--- src/hw/rtl/audio_ring_refill_controller_core_defines.svh ---
// Assertion macros for the ring refill controller.
// Needs clk and rst_n in the scope where a macro is used.
`ifndef AUDIO_RING_REFILL_CONTROLLER_CORE_DEFINES_SVH
`define AUDIO_RING_REFILL_CONTROLLER_CORE_DEFINES_SVH

// Same-cycle implication, disabled while in reset.
`define ARRC_ASSERT_SAME(label, ante, cons, msg) \
  label: assert property (@(posedge clk) disable iff (!rst_n) (ante) |-> (cons)) \
    else $error(msg);

// Next-cycle implication, disabled while in reset.
`define ARRC_ASSERT_NEXT(label, ante, cons, msg) \
  label: assert property (@(posedge clk) disable iff (!rst_n) (ante) |=> (cons)) \
    else $error(msg);

`endif

--- src/hw/rtl/arrc_pkg.sv ---
// Shared types and codes for the audio ring refill controller.
// No dependencies.
package arrc_pkg;

  localparam logic [2:0] KIND_TICK      = 3'd0;
  localparam logic [2:0] KIND_ATTACH    = 3'd1;
  localparam logic [2:0] KIND_DETACH    = 3'd2;
  localparam logic [2:0] KIND_UPDATE    = 3'd3;
  localparam logic [2:0] KIND_FILL_DONE = 3'd4;

  localparam logic [1:0] MODE_FREE     = 2'd0;
  localparam logic [1:0] MODE_STARTED  = 2'd1;
  localparam logic [1:0] MODE_UPDATED  = 2'd2;
  localparam logic [1:0] MODE_ORPHANED = 2'd3;

  localparam int CURSOR_W = 15;

  typedef struct packed {
    logic [2:0]          kind;
    logic [CURSOR_W-1:0] play_cursor;
    logic [CURSOR_W-1:0] write_cursor;
    logic                buffer_lost;
    logic [CURSOR_W-1:0] bytes_read;
    logic                end_of_stream;
  } item_t;

  typedef struct packed {
    logic                fill_valid;
    logic [CURSOR_W-1:0] fill_offset;
    logic [CURSOR_W-1:0] fill_bytes;
    logic                cross_fade;
    logic                silence;
    logic                rewind;
    logic                stopped;
    logic [1:0]          source_state;
  } res_t;

endpackage

--- src/hw/rtl/arrc_cmod.sv ---
// Remainder of an unsigned value by a constant, restoring compare/subtract steps.
// Standalone; step count follows from input width and divisor.
module arrc_cmod #(
  parameter int IN_W    = 15,
  parameter int DIVISOR = 8192,
  parameter int REM_W   = 15
) (
  input  logic [IN_W-1:0]  num,
  output logic [REM_W-1:0] rem
);

  localparam longint MAX_Q = ((longint'(1) << IN_W) - 1) / DIVISOR;
  localparam int     STEPS = (MAX_Q > 0) ? $clog2(MAX_Q + 1) : 0;

  logic [IN_W-1:0] part;

  always_comb begin
    part = num;
    for (int i = STEPS - 1; i >= 0; i--) begin
      if (longint'(part) >= (longint'(DIVISOR) << i)) begin
        part = part - IN_W'(longint'(DIVISOR) << i);
      end
    end
    rem = REM_W'(part);
  end

endmodule

--- src/hw/rtl/arrc_step.sv ---
// Event engine: source state, ring marks and end range, plus the per-event result.
// Depends on arrc_pkg and arrc_cmod.
module arrc_step #(
  parameter int RING_BYTES  = 32768,
  parameter int CHUNK_BYTES = 8192
) (
  input  logic           clk,
  input  logic           rst_n,
  input  logic           advance,
  input  arrc_pkg::item_t item,
  output arrc_pkg::res_t  result
);
  import arrc_pkg::*;

  localparam int MW        = $clog2(RING_BYTES);
  localparam int SW        = ((MW > CURSOR_W) ? MW : CURSOR_W) + 1;
  localparam int CHUNK_MOD = CHUNK_BYTES % RING_BYTES;
  localparam int TWO_CHUNK = 2 * CHUNK_BYTES;

  logic [1:0]    source_mode_r, source_mode_nxt;
  logic          resync_pending_r, resync_pending_nxt;
  logic [MW-1:0] valid_mark_r, valid_mark_nxt;
  logic [MW-1:0] trigger_mark_r, trigger_mark_nxt;
  logic [MW-1:0] next_write_mark_r, next_write_mark_nxt;
  logic [MW-1:0] latched_play_r, latched_play_nxt;
  logic [MW-1:0] last_fill_start_r, last_fill_start_nxt;
  logic          end_range_valid_r, end_range_valid_nxt;
  logic [MW-1:0] end_range_low_r, end_range_low_nxt;
  logic [MW-1:0] end_range_high_r, end_range_high_nxt;

  logic [MW-1:0]       play_m, wr_m;
  logic [CURSOR_W-1:0] wr15, chunk_rem;
  logic [MW-1:0]       base_mark, trig_new, next_new, end_high;
  logic [SW-1:0]       end_sum;

  logic          t_resync, t_data, t_erv;
  logic [1:0]    t_mode;
  logic [MW-1:0] t_off;

  function automatic logic [MW-1:0] add_chunk(input logic [MW-1:0] a);
    logic [MW:0] s;
    s = {1'b0, a} + (MW+1)'(CHUNK_MOD);
    if (s >= (MW+1)'(RING_BYTES)) begin
      s = s - (MW+1)'(RING_BYTES);
    end
    return MW'(s);
  endfunction

  // s == e counts as inside
  function automatic logic in_win(input logic [MW-1:0] p, input logic [MW-1:0] s,
                                  input logic [MW-1:0] e);
    if (s < e) begin
      return (p >= s) && (p < e);
    end
    return (p >= s) || (p < e);
  endfunction

  arrc_cmod #(.IN_W(CURSOR_W), .DIVISOR(RING_BYTES), .REM_W(MW)) u_play_mod (
    .num (item.play_cursor),
    .rem (play_m)
  );

  arrc_cmod #(.IN_W(CURSOR_W), .DIVISOR(RING_BYTES), .REM_W(MW)) u_wr_mod (
    .num (item.write_cursor),
    .rem (wr_m)
  );

  assign wr15 = CURSOR_W'(wr_m);

  arrc_cmod #(.IN_W(CURSOR_W), .DIVISOR(CHUNK_BYTES), .REM_W(CURSOR_W)) u_chunk_mod (
    .num (wr15),
    .rem (chunk_rem)
  );

  // marks rebuilt from the chunk holding the write cursor
  assign base_mark = MW'(wr15 - chunk_rem);
  assign trig_new  = add_chunk(base_mark);
  assign next_new  = add_chunk(trig_new);

  assign end_sum = SW'(last_fill_start_r) + SW'(item.bytes_read);

  arrc_cmod #(.IN_W(SW), .DIVISOR(RING_BYTES), .REM_W(MW)) u_end_mod (
    .num (end_sum),
    .rem (end_high)
  );

  always_comb begin
    source_mode_nxt     = source_mode_r;
    resync_pending_nxt  = resync_pending_r;
    valid_mark_nxt      = valid_mark_r;
    trigger_mark_nxt    = trigger_mark_r;
    next_write_mark_nxt = next_write_mark_r;
    latched_play_nxt    = latched_play_r;
    last_fill_start_nxt = last_fill_start_r;
    end_range_valid_nxt = end_range_valid_r;
    end_range_low_nxt   = end_range_low_r;
    end_range_high_nxt  = end_range_high_r;
    result              = '0;
    t_resync            = resync_pending_r | item.buffer_lost;
    t_data              = 1'b0;
    t_mode              = source_mode_r;
    t_erv               = end_range_valid_r;
    t_off               = '0;

    unique case (item.kind)
      KIND_TICK: begin
        latched_play_nxt = play_m;
        // a freshly started source skips the window checks
        priority if (source_mode_r == MODE_STARTED) begin
          result.rewind = 1'b1;
          t_resync      = 1'b1;
          t_mode        = MODE_ORPHANED;
        end else if (!in_win(wr_m, valid_mark_r, next_write_mark_r)) begin
          t_resync = 1'b1;
        end else if (in_win(wr_m, trigger_mark_r, next_write_mark_r)) begin
          t_data = 1'b1;
        end else begin
          t_data = 1'b0;
        end

        priority if (t_resync) begin
          t_erv              = 1'b0;
          t_off              = wr_m;
          result.fill_valid  = 1'b1;
          result.cross_fade  = 1'b1;
          result.fill_bytes  = CURSOR_W'(TWO_CHUNK - int'(chunk_rem));
        end else if (t_data) begin
          t_off              = next_write_mark_r;
          result.fill_valid  = 1'b1;
          result.fill_bytes  = CURSOR_W'(CHUNK_BYTES);
        end else begin
          t_off              = '0;
        end

        if (result.fill_valid) begin
          result.fill_offset  = CURSOR_W'(t_off);
          result.silence      = (t_mode == MODE_FREE);
          last_fill_start_nxt = t_off;
          valid_mark_nxt      = base_mark;
          trigger_mark_nxt    = trig_new;
          next_write_mark_nxt = next_new;
        end
        resync_pending_nxt = 1'b0;

        // stop test sees the range after this tick's resync
        if (t_mode != MODE_FREE && t_erv &&
            !in_win(play_m, end_range_low_r, end_range_high_r)) begin
          result.stopped = 1'b1;
          t_erv          = 1'b0;
        end
        source_mode_nxt     = t_mode;
        end_range_valid_nxt = t_erv;
      end
      KIND_ATTACH: begin
        source_mode_nxt    = MODE_STARTED;
        resync_pending_nxt = 1'b1;
      end
      KIND_DETACH: begin
        source_mode_nxt    = MODE_FREE;
        resync_pending_nxt = 1'b1;
      end
      KIND_UPDATE: begin
        if (source_mode_r != MODE_FREE) begin
          source_mode_nxt = MODE_UPDATED;
        end
      end
      KIND_FILL_DONE: begin
        if (source_mode_r != MODE_FREE && item.end_of_stream && !end_range_valid_r) begin
          end_range_valid_nxt = 1'b1;
          end_range_low_nxt   = latched_play_r;
          end_range_high_nxt  = end_high;
        end
      end
      default: begin
        source_mode_nxt = source_mode_r;
      end
    endcase

    result.source_state = source_mode_nxt;
  end

  always_ff @(posedge clk) begin
    if (!rst_n) begin
      source_mode_r     <= MODE_FREE;
      resync_pending_r  <= 1'b0;
      valid_mark_r      <= '0;
      trigger_mark_r    <= '0;
      next_write_mark_r <= '0;
      latched_play_r    <= '0;
      last_fill_start_r <= '0;
      end_range_valid_r <= 1'b0;
      end_range_low_r   <= '0;
      end_range_high_r  <= '0;
    end else if (advance) begin
      source_mode_r     <= source_mode_nxt;
      resync_pending_r  <= resync_pending_nxt;
      valid_mark_r      <= valid_mark_nxt;
      trigger_mark_r    <= trigger_mark_nxt;
      next_write_mark_r <= next_write_mark_nxt;
      latched_play_r    <= latched_play_nxt;
      last_fill_start_r <= last_fill_start_nxt;
      end_range_valid_r <= end_range_valid_nxt;
      end_range_low_r   <= end_range_low_nxt;
      end_range_high_r  <= end_range_high_nxt;
    end
  end

endmodule

--- src/hw/rtl/audio_ring_refill_controller_core.sv ---
// Audio ring refill controller, top level: input register, event engine, result register.
// An accepted transaction waits in the input register; out_* shows its registered result.
// Throughput: one transaction per cycle, single event step; out_ready low can stall it.
// Reset: synchronous, active low; clears both stages and all source and mark state.
// Depends on arrc_pkg, arrc_step, arrc_cmod and the assertion macro header.
`include "audio_ring_refill_controller_core_defines.svh"

module audio_ring_refill_controller_core #(
  parameter int RING_BYTES  = 32768,
  parameter int CHUNK_BYTES = 8192
) (
  input  logic        clk,
  input  logic        rst_n,
  input  logic        in_valid,
  output logic        in_ready,
  input  logic [2:0]  in_kind,
  input  logic [14:0] in_play_cursor,
  input  logic [14:0] in_write_cursor,
  input  logic        in_buffer_lost,
  input  logic [14:0] in_bytes_read,
  input  logic        in_end_of_stream,
  output logic        out_valid,
  input  logic        out_ready,
  output logic        out_fill_valid,
  output logic [14:0] out_fill_offset,
  output logic [14:0] out_fill_bytes,
  output logic        out_cross_fade,
  output logic        out_silence,
  output logic        out_rewind,
  output logic        out_stopped,
  output logic [1:0]  out_source_state
);
  import arrc_pkg::*;

  item_t s1_item_r, s1_item_nxt;
  logic  s1_valid_r, s1_valid_nxt;
  res_t  out_res_r;
  logic  out_valid_r, out_valid_nxt;
  res_t  step_res;
  logic  s1_adv;
  logic  in_take;

  // stage one moves on when the result register is empty or being drained
  assign s1_adv   = s1_valid_r & (~out_valid_r | out_ready);
  assign in_ready = ~s1_valid_r | s1_adv;
  assign in_take  = in_valid & in_ready;

  always_comb begin
    s1_item_nxt.kind          = in_kind;
    s1_item_nxt.play_cursor   = in_play_cursor;
    s1_item_nxt.write_cursor  = in_write_cursor;
    s1_item_nxt.buffer_lost   = in_buffer_lost;
    s1_item_nxt.bytes_read    = in_bytes_read;
    s1_item_nxt.end_of_stream = in_end_of_stream;
  end

  assign s1_valid_nxt  = in_take | (s1_valid_r & ~s1_adv);
  assign out_valid_nxt = s1_adv | (out_valid_r & ~out_ready);

  arrc_step #(.RING_BYTES(RING_BYTES), .CHUNK_BYTES(CHUNK_BYTES)) u_step (
    .clk     (clk),
    .rst_n   (rst_n),
    .advance (s1_adv),
    .item    (s1_item_r),
    .result  (step_res)
  );

  always_ff @(posedge clk) begin
    if (!rst_n) begin
      s1_valid_r  <= 1'b0;
      out_valid_r <= 1'b0;
    end else begin
      s1_valid_r  <= s1_valid_nxt;
      out_valid_r <= out_valid_nxt;
    end
  end

  always_ff @(posedge clk) begin
    if (in_take) begin
      s1_item_r <= s1_item_nxt;
    end
    if (s1_adv) begin
      out_res_r <= step_res;
    end
  end

  assign out_valid        = out_valid_r;
  assign out_fill_valid   = out_res_r.fill_valid;
  assign out_fill_offset  = out_res_r.fill_offset;
  assign out_fill_bytes   = out_res_r.fill_bytes;
  assign out_cross_fade   = out_res_r.cross_fade;
  assign out_silence      = out_res_r.silence;
  assign out_rewind       = out_res_r.rewind;
  assign out_stopped      = out_res_r.stopped;
  assign out_source_state = out_res_r.source_state;

  `ARRC_ASSERT_SAME(a_no_fill_zero, out_valid_r && !out_res_r.fill_valid, (out_res_r.fill_offset == 15'd0) && (out_res_r.fill_bytes == 15'd0) && !out_res_r.cross_fade && !out_res_r.silence, "fill fields set without a fill")
  `ARRC_ASSERT_SAME(a_rewind_resync, out_valid_r && out_res_r.rewind, out_res_r.cross_fade && out_res_r.fill_valid && (out_res_r.source_state == MODE_ORPHANED), "rewind without resync fill")
  `ARRC_ASSERT_SAME(a_stop_no_resync, out_valid_r && out_res_r.stopped, !out_res_r.cross_fade, "stop reported on a resync tick")
  `ARRC_ASSERT_NEXT(a_s1_drains, s1_valid_r && !out_valid_r, out_valid_r, "held transaction not moved to result register")

endmodule

--- config.mk ---
export PLATFORM = sky130hd
export DESIGN_NAME = audio_ring_refill_controller_core
export DESIGN_NICKNAME = d
export VERILOG_FILES = /design/src/hw/rtl/arrc_pkg.sv /design/src/hw/rtl/arrc_cmod.sv /design/src/hw/rtl/arrc_step.sv /design/src/hw/rtl/audio_ring_refill_controller_core.sv
export VERILOG_INCLUDE_DIRS = /design/src /design/src/hw/rtl
export SDC_FILE = /design/constraint.sdc
export NUM_CORES = 1
export LEC_CHECK = 0
export ABC_AREA = 1
export BUFFER_PORTS_ARGS = -buffer_cell sky130_fd_sc_hd__buf_2
export CORE_MARGIN = 1.5
export CORE_UTILIZATION = 55
export CTS_BUF_LIST = sky130_fd_sc_hd__clkbuf_16
export DETAILED_ROUTE_END_ITERATION = 8
export HOLD_SLACK_MARGIN = 0.1
export PLACE_DENSITY = 0.72
export SLEW_MARGIN = 20
export SYNTH_ARGS = -nofsm -noshare
export SYNTH_HDL_FRONTEND = slang
export SYNTH_HIERARCHICAL = 1
export SYNTH_SLANG_ARGS = --single-unit
--- constraint.sdc ---
create_clock -name clk -period 5.9 [get_ports clk]
set_input_delay 1.18 -clock clk [delete_from_list [all_inputs] [get_ports clk]]
set_output_delay 1.18 -clock clk [all_outputs]
set_load 0.02 [all_outputs]
==> flow_summary.ini, run 1 <==
[layout]
multi_input_comb_area_sq_um = 4702
fin_nets = 1391
layout_common_cells = 215 x nand2_1, 151 x inv_1, 122 x a21oi_1
fill_cells = 1553
seqCellArea_sq_um = 4294
final_core_util = 0.6085
synthToLayoutAreaGrowth_pct = 8.033
antennaDiodeCount = 0
final_common_cell = nand2_1
layoutNonFillerInstCount = 1483
drive_gt1_frac = 0.1292

[setup_path]
crit_start = out_ready
critPathMaxStageDelay_ps = 560
r2r_start = s1_item_r[23]$_DFFE_PP_
start_kind = input pin
crit_chain = buf_2 > inv_2 > a21oi_4 > buf_4 > inv_1 > nor2_4 > buf_4 > nand2_4 > o21bai_1 > nor2_1
cp_data_required_time_ps = 6220
ff2ff_path_depth = 13
critPathArrivalTime_ps = 3580
path_class = input pin to register
r2r_slack_ps = 2840
cp-end-kind = register
cp_max_fo = 40
cp_slowest_cell = nor2_4
reg2reg_to = out_fill_offset[7]$_DFFE_PP_
critPathMostFrequentCell = buf_4

[logic_synthesis]
postSynthAreaPerCell_sq_um = 8.391
syn_area_sq_um = 10190
syn_nets = 1364
synthCells = 1214
yosysWarnings = 6

[routing]
viasPerCell = 5.320
routedWlPerCell_um = 14.74
wirelength_um = 21860
ant_nets = 0
route.detailed.drc = 5
vias = 7890
drt_pass1_iterations = 8
drt_iter0_markers = 419

[power_and_ir_drop]
power_density_nw_per_um2 = 259.9
p_leak_nw = 4.773
pwr-share-clk = 0.405
combPwrFrac = 0.132
internal_power_w = 0.002097
switching_share = 0.2671
ir_drop_mv = 0.1953
power.share.sequential = 0.463
power_switching_w = 0.0007640

[cts]
clockBufferDepth = 2
root_buffer = clkbuf_16
insertion_delay_ps = 430
cts-htree-levels = 4
postCtsSetupRepairBufs = 0
clk_pin_slew_ps = 70
cts_sinks = 171
cts_tree = built
cts_hold_buf = 0
cts_resized = 0
numCtsBuffers = 17

[grt]
grt.met2_usage = 0.4003
grt_pass1_wl_um = 35410
grt_max_degree = 64
use_met1 = 0.2878
grt-ovfl-total = 0
busiest_layer = met2
antenna_found_initial = 0
grtUsageMet3 = 0.04351
grt_pass1_vias = 7450
grt_usage = 0.2304

[timing]
finalHoldViolations = 0
finalSetupViolations = 0
skew_ps = 8.515
maxSlewHeadroom = 0.4048
timing.final.crit_share = 0.5516
rsz0062_at_grt = false
worstMarginPinSlew_ps = 892.9
fin_crit_ps = 3254
fin_setup_tns_ps = 0
report.final.slew_viol_count = 0
fmaxAchievable_mhz = 307.3

[hold_path]
min_to = u_step/latched_play_r[10]$_SDFFE_PN0P_
hold_class = register to register
holdPathStages = 2
min_from = u_step/latched_play_r[10]$_SDFFE_PN0P_

[floorplan]
start_util = 0.5633
die_h_um = 139.1
die_w_um = 139.1
dieArea_sq_um = 19350
row_count = 49
ios = 93
coreArea_sq_um = 18090

[placed_design]
place_congestion = 0.9416
dp_cells = 1451
place.detailed.hpwl_um = 15830
io_buffer_count = 92

[run]
maxCapViolCount = 0

[outcome]
violations = DRC
outcome = finished with violations
==> state kept, by name, summed over array words and instances (netlist names) <==
register,cells
out_source_state,2
u_step/latched_play_r,15
u_step/next_write_mark_r,1
out_valid,1
u_step/trigger_mark_r,2
out_fill_bytes,15
u_step/end_range_low_r,15
out_silence,1
out_stopped,1
u_step/last_fill_start_r,15
out_fill_offset,15
out_rewind,1
u_step/end_range_valid_r,1
u_step/source_mode_r,2
out_cross_fade,1
s1_valid_r,1
s1_item_r,50
u_step/valid_mark_r,15
out_fill_valid,1
u_step/end_range_high_r,15
u_step/resync_pending_r,1
==> power groups by stage <==
stage               clock network (W)  logic (W)  registers (W)
detailed placement                  0   0.000373        0.00135
finish                        0.00116   0.000377        0.00132
global placement                    0   0.000365        0.00135
CTS                           0.00118   0.000377        0.00133
floorplan                           0   0.000313        0.00134
global route                  0.00123   0.000423        0.00133
==> worst max-delay path: cells and delay by family <==
family,cells,cell delay [ps]
buffers and inverters,5,1190
AND/OR/NAND/NOR,3,840
AO/OA/AOI/OAI,2,330
==> through the flow <==
step	area, sq um	hold WS [ps]	total power, W	worst slack [ps]
finish	11010	454.8	0.002861	2646
global route	11010	469.6	0.002979	2405
CTS	11000	457.1	0.002879	2629
detailed placement	10390	446.9	0.001724	2203
global placement	10390	439.7	0.001717	2290
floorplan	10190	430.1	0.001654	1103
==> worst max path at each step <==
stage                     slack (ps)                                   endpoint
after floorplan                 1100    u_step/end_range_high_r[0]$_SDFFE_PN0P_
after global placement          2290   u_step/last_fill_start_r[2]$_SDFFE_PN0P_
after detailed placement        2200   u_step/last_fill_start_r[6]$_SDFFE_PN0P_
after CTS                       2630   u_step/last_fill_start_r[6]$_SDFFE_PN0P_
after global routing            2400  u_step/last_fill_start_r[11]$_SDFFE_PN0P_
final                           2650   u_step/last_fill_start_r[6]$_SDFFE_PN0P_
==> layer usage <==
layer / wire length (um) / vias to the layer above
li1: - / 4059
met3: 859 / 29
met4: 387 / 0
met1: 9972 / 3647
met2: 10650 / 155
met5: 0 / -
==> layout make-up <==
| class | count | area share |
|---|---|---|
| repair buffers | 96 | 0.04457 |
| flip-flops and latches | 171 | 0.3902 |
| well taps | 229 | 0.02603 |
| clock buffers | 17 | 0.03865 |
| clock inverters | 15 | 0.01728 |
| inverters | 164 | 0.05605 |
| multi-input cells | 791 | 0.4272 |
No activity file was read; power rests on OpenSTA's default activity.
==> inputs of run 2 (changes only) <==
--- a/config.mk
+++ b/config.mk
@@ -13,7 +13,7 @@
 export CTS_BUF_LIST = sky130_fd_sc_hd__clkbuf_16
 export DETAILED_ROUTE_END_ITERATION = 8
 export HOLD_SLACK_MARGIN = 0.1
-export PLACE_DENSITY = 0.72
+export PLACE_DENSITY = 0.75
 export SLEW_MARGIN = 20
 export SYNTH_ARGS = -nofsm -noshare
 export SYNTH_HDL_FRONTEND = slang
==> constraint.sdc (replaced) <==
create_clock -name clk -period 2.65 [get_ports clk]
set_input_delay 0.53 -clock clk [delete_from_list [all_inputs] [get_ports clk]]
set_output_delay 0.53 -clock clk [all_outputs]
set_load 0.02 [all_outputs]
==> flow_summary.ini, run 2 (synthesis gave the netlist of run 1 again) <==
[grt]
grt_usage = 0.2404
grt_max_degree = 61
grt-ovfl-total = 0
antenna_found_initial = 0
grt_pass1_wl_um = 36680
grt_pass1_vias = 7682

[timing]
fin_setup_tns_ps = 0
timing.final.crit_share = 0.9490
report.final.slew_viol_count = 0
finalHoldViolations = 0
rsz0062_at_grt = true
worstMarginPinSlew_ps = 568.6
fin_crit_ps = 2515
maxSlewHeadroom = 0.6204
finalSetupViolations = 0
fmaxAchievable_mhz = 397.6
skew_ps = 9.507
timing.final.ws_setup_ps = 135.2
whs_ps = 262.2

[floorplan]
coreArea_sq_um = 18090
ios = 93
dieArea_sq_um = 19350
start_util = 0.5633
die_h_um = 139.1
row_count = 49
die_w_um = 139.1

[power_and_ir_drop]
ir_drop_mv = 0.4446
p_leak_nw = 4.947
power_density_nw_per_um2 = 566.9
power_w = 0.006444

[layout]
layoutNonFillerInstCount = 1514
fin_nets = 1422
synthToLayoutAreaGrowth_pct = 11.57
top_register = s1_item_r
largest_reg_flops = 50
final_common_cell = nand2_1
antennaDiodeCount = 0
layout_common_cells = 212 x nand2_1, 150 x inv_1, 120 x a21oi_1
drive_gt1_frac = 0.1603

[routing]
drt_iter0_markers = 474
routedWlPerCell_um = 14.79
drt_pass1_iterations = 7
vias = 7981
viasPerCell = 5.271
route.detailed.drc = 4
wirelength_um = 22390
ant_nets = 0

[setup_path]
start_kind = register
critPathMostFrequentCell = nand2_1
cp_max_fo = 7
cp-end-kind = register
cp_num_buf_inv = 2
cp_slowest_cell = edfxtp_1
crit_chain = nor2_1 > nand2_1 > nor2_1 > nand2_2 > nand2_1 > nand2_1 > nand2_1 > inv_2 > ha_4 > nand2_1 > nor2_2 > and3_1 > nand2_1 > nand2_1 > nand2_1 > nand2_1 > nand2_1 > nand2_1 > inv_1 > nand3_1 > a21oi_1
path_class = register to register
critPathArrivalTime_ps = 2820
critPathMaxStageDelay_ps = 530
cp_top_family = simple AND/OR/NAND/NOR gates
cp_data_required_time_ps = 2950

[cts]
clockBufferDepth = 2
insertion_delay_ps = 440
cts_hold_buf = 0
root_buffer = clkbuf_16
cts_tree = built
numCtsBuffers = 17
clk_pin_slew_ps = 70
cts_sinks = 171
cts-htree-levels = 4

[outcome]
outcome = finished with violations
violations = DRC

[placed_design]
dp_cells = 1475
io_buffer_count = 92
place.detailed.hpwl_um = 16580
place_congestion = 0.9086
post-place-ws_ps = 23.92

[hold_path]
hold_class = input pin to register

[run]
maxCapViolCount = 0
## run 2: changes by cell type in the layout (fill, tap and decap cells not counted), sizes merged
cell    before  now
inv        166  169
clkinv       8    5
buf         96  127
## run 2: layer usage
layer,global-route usage,part of all wire
met4,0.09183,0.025
met1,0.2849,0.43
met3,0.04523,0.041
met2,0.4316,0.50
met5,0,0
## run 2: final cells by class
type	count	area [sq um]
repair buffers	127	780.7
multi-input cells	791	4777
inverters	164	615.6
clock buffers	17	425.4
clock inverters	15	186.4
fillers	1534	6720
flip-flops and latches	171	4294
well taps	229	286.5
## run 2: worst paths after layout
check / startpoint / end / slack [ps] / depth (start not counted)
max reg2reg: s1_item_r[28]$_DFFE_PP_ / u_step/trigger_mark_r[14]$_SDFFE_PN0P_ / 140 / 21
min reg2reg: u_step/latched_play_r[0]$_SDFFE_PN0P_ / u_step/end_range_low_r[0]$_SDFFE_PN0P_ / 450 / 2
max: s1_item_r[28]$_DFFE_PP_ / u_step/trigger_mark_r[14]$_SDFFE_PN0P_ / 140 / 21
min: in_kind[1] / s1_item_r[48]$_DFFE_PP_ / 260 / 1
## run 2: per-stage QoR
step | utilization | area [sq um]
floorplan | - | 10210
global placement | 0.5871 | 10620
detailed placement | 0.5871 | 10620
CTS | 0.6210 | 11230
global route | 0.6284 | 11370
finish | 0.6284 | 11370
## run 2: where the power goes
part	switching [W]	internal (W)	leakage, nW
logic	0.000584	0.000339	3.11
clock network	0.00108	0.00150	0.295
registers	0.0000612	0.00288	1.54
## run 2: timing repair
| action | 4_1_cts | 5_1_grt |
|---|---|---|
| gates resized for setup | 0 | 18 |
| endpoints found under the setup margin | 0 | 60 |
| endpoints found under the hold margin | 0 | 0 |
| setup buffers | 0 | 7 |
==> inputs of run 3 (changes only) <==
--- a/config.mk
+++ b/config.mk
@@ -13,9 +13,8 @@
 export CTS_BUF_LIST = sky130_fd_sc_hd__clkbuf_16
 export DETAILED_ROUTE_END_ITERATION = 8
 export HOLD_SLACK_MARGIN = 0.1
-export PLACE_DENSITY = 0.75
+export PLACE_DENSITY = 0.73
 export SLEW_MARGIN = 20
 export SYNTH_ARGS = -nofsm -noshare
 export SYNTH_HDL_FRONTEND = slang
-export SYNTH_HIERARCHICAL = 1
 export SYNTH_SLANG_ARGS = --single-unit
==> constraint.sdc (replaced) <==
create_clock -name clk -period 3.2 [get_ports clk]
set_input_delay 0.64 -clock clk [delete_from_list [all_inputs] [get_ports clk]]
set_output_delay 0.64 -clock clk [all_outputs]
set_load 0.02 [all_outputs]
==> flow_summary.ini, run 3 <==
[setup_path]
cp_slowest_cell = edfxtp_1
critPathMostFrequentCell = nand2_2
cp_max_fo = 20
cp_num_buf_inv = 3
reg2reg_to = u_step.trigger_mark_r[14]$_SDFFE_PN0P_
cp_data_required_time_ps = 3530
critPathMaxStageDelay_ps = 480
crit_chain = ha_1 > inv_1 > nand2_2 > nand2_4 > nand2_2 > a21oi_4 > nand2_4 > inv_6 > nand3_4 > nand2_2 > inv_2 > o21ai_0 > nor2_1
r2r_slack_ps = 700
path_class = register to register
worst-path-stages = 13
r2r_start = s1_item_r[30]$_DFFE_PP_
start_kind = register
critPathArrivalTime_ps = 2830
cp-end-kind = register
cp_top_family = simple AND/OR/NAND/NOR gates
endpoint = u_step.trigger_mark_r[14]$_SDFFE_PN0P_
ff2ff_path_depth = 13
crit_start = s1_item_r[30]$_DFFE_PP_

[logic_synthesis]
yosysWarnings = 0
postSynthAreaPerCell_sq_um = 9.140
synthTopCellsByCount = 145 x nand2_1, 132 x inv_1, 104 x a21oi_1
ys_ff_latch = 158
postSynth.asyncResetShare = 0
synth_cell_type_count = 41
synth_area_leaders = edfxtp_1 33%, dfxtp_1 18%, ha_1 11%
synthMostInstantiatedCell = nand2_1
synthCells = 869
synth_edf_count = 87
synth_flop_cell = edfxtp_1
syn_nets = 992
ys_seq_area_frac = 0.5079
syn_area_sq_um = 7943
yosysTopAreaCell = edfxtp_1
yosys.area.top_type_share = 0.3289

[layout]
final_common_cell = nand2_1
drive_gt1_frac = 0.1788
largest_reg_flops = 50
synthToLayoutAreaGrowth_pct = 15.23
antennaDiodeCount = 0
layout_common_cells = 145 x nand2_1, 132 x inv_1, 104 x a21oi_1
fin_nets = 1089
top_register = s1_item_r

[cts]
cts_sinks = 158
insertion_delay_ps = 440
clk_pin_slew_ps = 70
postCtsSetupRepairBufs = 0
clockBufferDepth = 2
cts_hold_buf = 0
cts-htree-levels = 4
cts_tree = built
root_buffer = clkbuf_16
cts_resized = 0
numCtsBuffers = 17

[floorplan]
start_util = 0.5678
row_count = 43
dieArea_sq_um = 15170
die_h_um = 123.2
coreArea_sq_um = 13990
ios = 93
die_w_um = 123.2

[grt]
grt_pass1_wl_um = 25760
grt_usage = 0.2213
grt-ovfl-total = 0
antenna_found_initial = 0
grt_pass1_vias = 5558
grt_max_degree = 42

[power_and_ir_drop]
power_w = 0.004657
p_leak_nw = 3.979
power_density_nw_per_um2 = 508.8
ir_drop_mv = 0.3870

[timing]
skew_ps = 10.22
fin_crit_ps = 2500
timing.final.crit_share = 0.7812
fmaxAchievable_mhz = 400.0
maxSlewHeadroom = 0.4449
finalHoldViolations = 0
report.final.slew_viol_count = 0
fin_setup_tns_ps = 0
finalSetupViolations = 0
rsz0062_at_grt = false
worstMarginPinSlew_ps = 831.7
whs_ps = 372.4
timing.final.ws_setup_ps = 700.1

[outcome]
outcome = finished, final reports clean

[routing]
drt_iter0_markers = 424
vias = 6011
route.detailed.drc = 0
drt_pass1_iterations = 5
viasPerCell = 5.186
wirelength_um = 15900
routedWlPerCell_um = 13.72
ant_nets = 0

[placed_design]
io_buffer_count = 92
place.detailed.hpwl_um = 11390
place_congestion = 0.8959
post-place-ws_ps = 734.8

[run]
maxCapViolCount = 0

[hold_path]
hold_class = input pin to register
==> run 3: per-stage QoR <==
stage,util,cells,cell area [sq um]
finish,0.6543,1159,9153
global route,0.6543,1159,9153
CTS,0.6543,1159,9153
detailed placement,0.6130,1127,8574
global placement,0.6130,1127,8574
floorplan,-,869,7943
==> run 3: worst min-delay path by stage <==
stage                                                 from                                 endpoint  slack, ps  cells past startpoint
CTS                                     in_write_cursor[4]                  s1_item_r[21]$_DFFE_PP_        360                      1
global route                            in_write_cursor[4]                  s1_item_r[21]$_DFFE_PP_        360                      1
floorplan           u_step.latched_play_r[10]$_SDFFE_PN0P_  u_step.end_range_low_r[10]$_SDFFE_PN0P_        430                      2
detailed placement   u_step.latched_play_r[6]$_SDFFE_PN0P_    u_step.latched_play_r[6]$_SDFFE_PN0P_        440                      2
global placement    u_step.latched_play_r[13]$_SDFFE_PN0P_   u_step.latched_play_r[13]$_SDFFE_PN0P_        440                      2
finish                                  in_write_cursor[4]                  s1_item_r[21]$_DFFE_PP_        370                      1
==> run 3: cells by family (layout without fill, tap and decap cells) <==
kind of cell | Yosys count | after routing | synth area share
simple gates | 284 | 284 | 0.1623
compound gates | 179 | 179 | 0.1208
buf+inv | 161 | 271 | 0.08018
flops | 158 | 158 | 0.5079
fa+ha+maj | 69 | 69 | 0.1096
xor+xnor | 17 | 17 | 0.01875
other cells | 1 | 1 | 0.0004721
==> run 3: power breakdown <==
group / leakage [nW] / switching (W) / total (W) / internal (W)
registers: 1.40 / 0.0000456 / 0.00227 / 0.00222
logic: 2.29 / 0.000265 / 0.000405 / 0.000140
clock network: 0.286 / 0.000888 / 0.00198 / 0.00110
total: 3.98 / 0.00120 / 0.00466 / 0.00346
==> run 3: cell type report <==
class / instances / area [sq um]
Clock buffer: 17 / 425.4
Clock inverter: 15 / 152.6
Fill cell: 1174 / 4836
Inverter: 140 / 530.5
Multi-Input combinational cell: 550 / 3272
Sequential cell: 158 / 4034
Tap cell: 180 / 225.2
Timing Repair Buffer: 99 / 513.0
==> run 3: metal layers <==
metal  up-vias  share of wire  track usage
met3        28          0.046      0.04659
li1       3087              -            -
met2       135           0.47       0.3535
met4         0          0.019      0.08405
met1      2761           0.47       0.2970
met5         -              0            0
==> run 3: worst reg2reg max path, delay by kind of cell, from the launching register on <==
family	cells	cell delay, ps
simple gates	7	900
compound gates	2	330
buf+inv	3	350
fa+ha+maj	1	330
flops	1	480
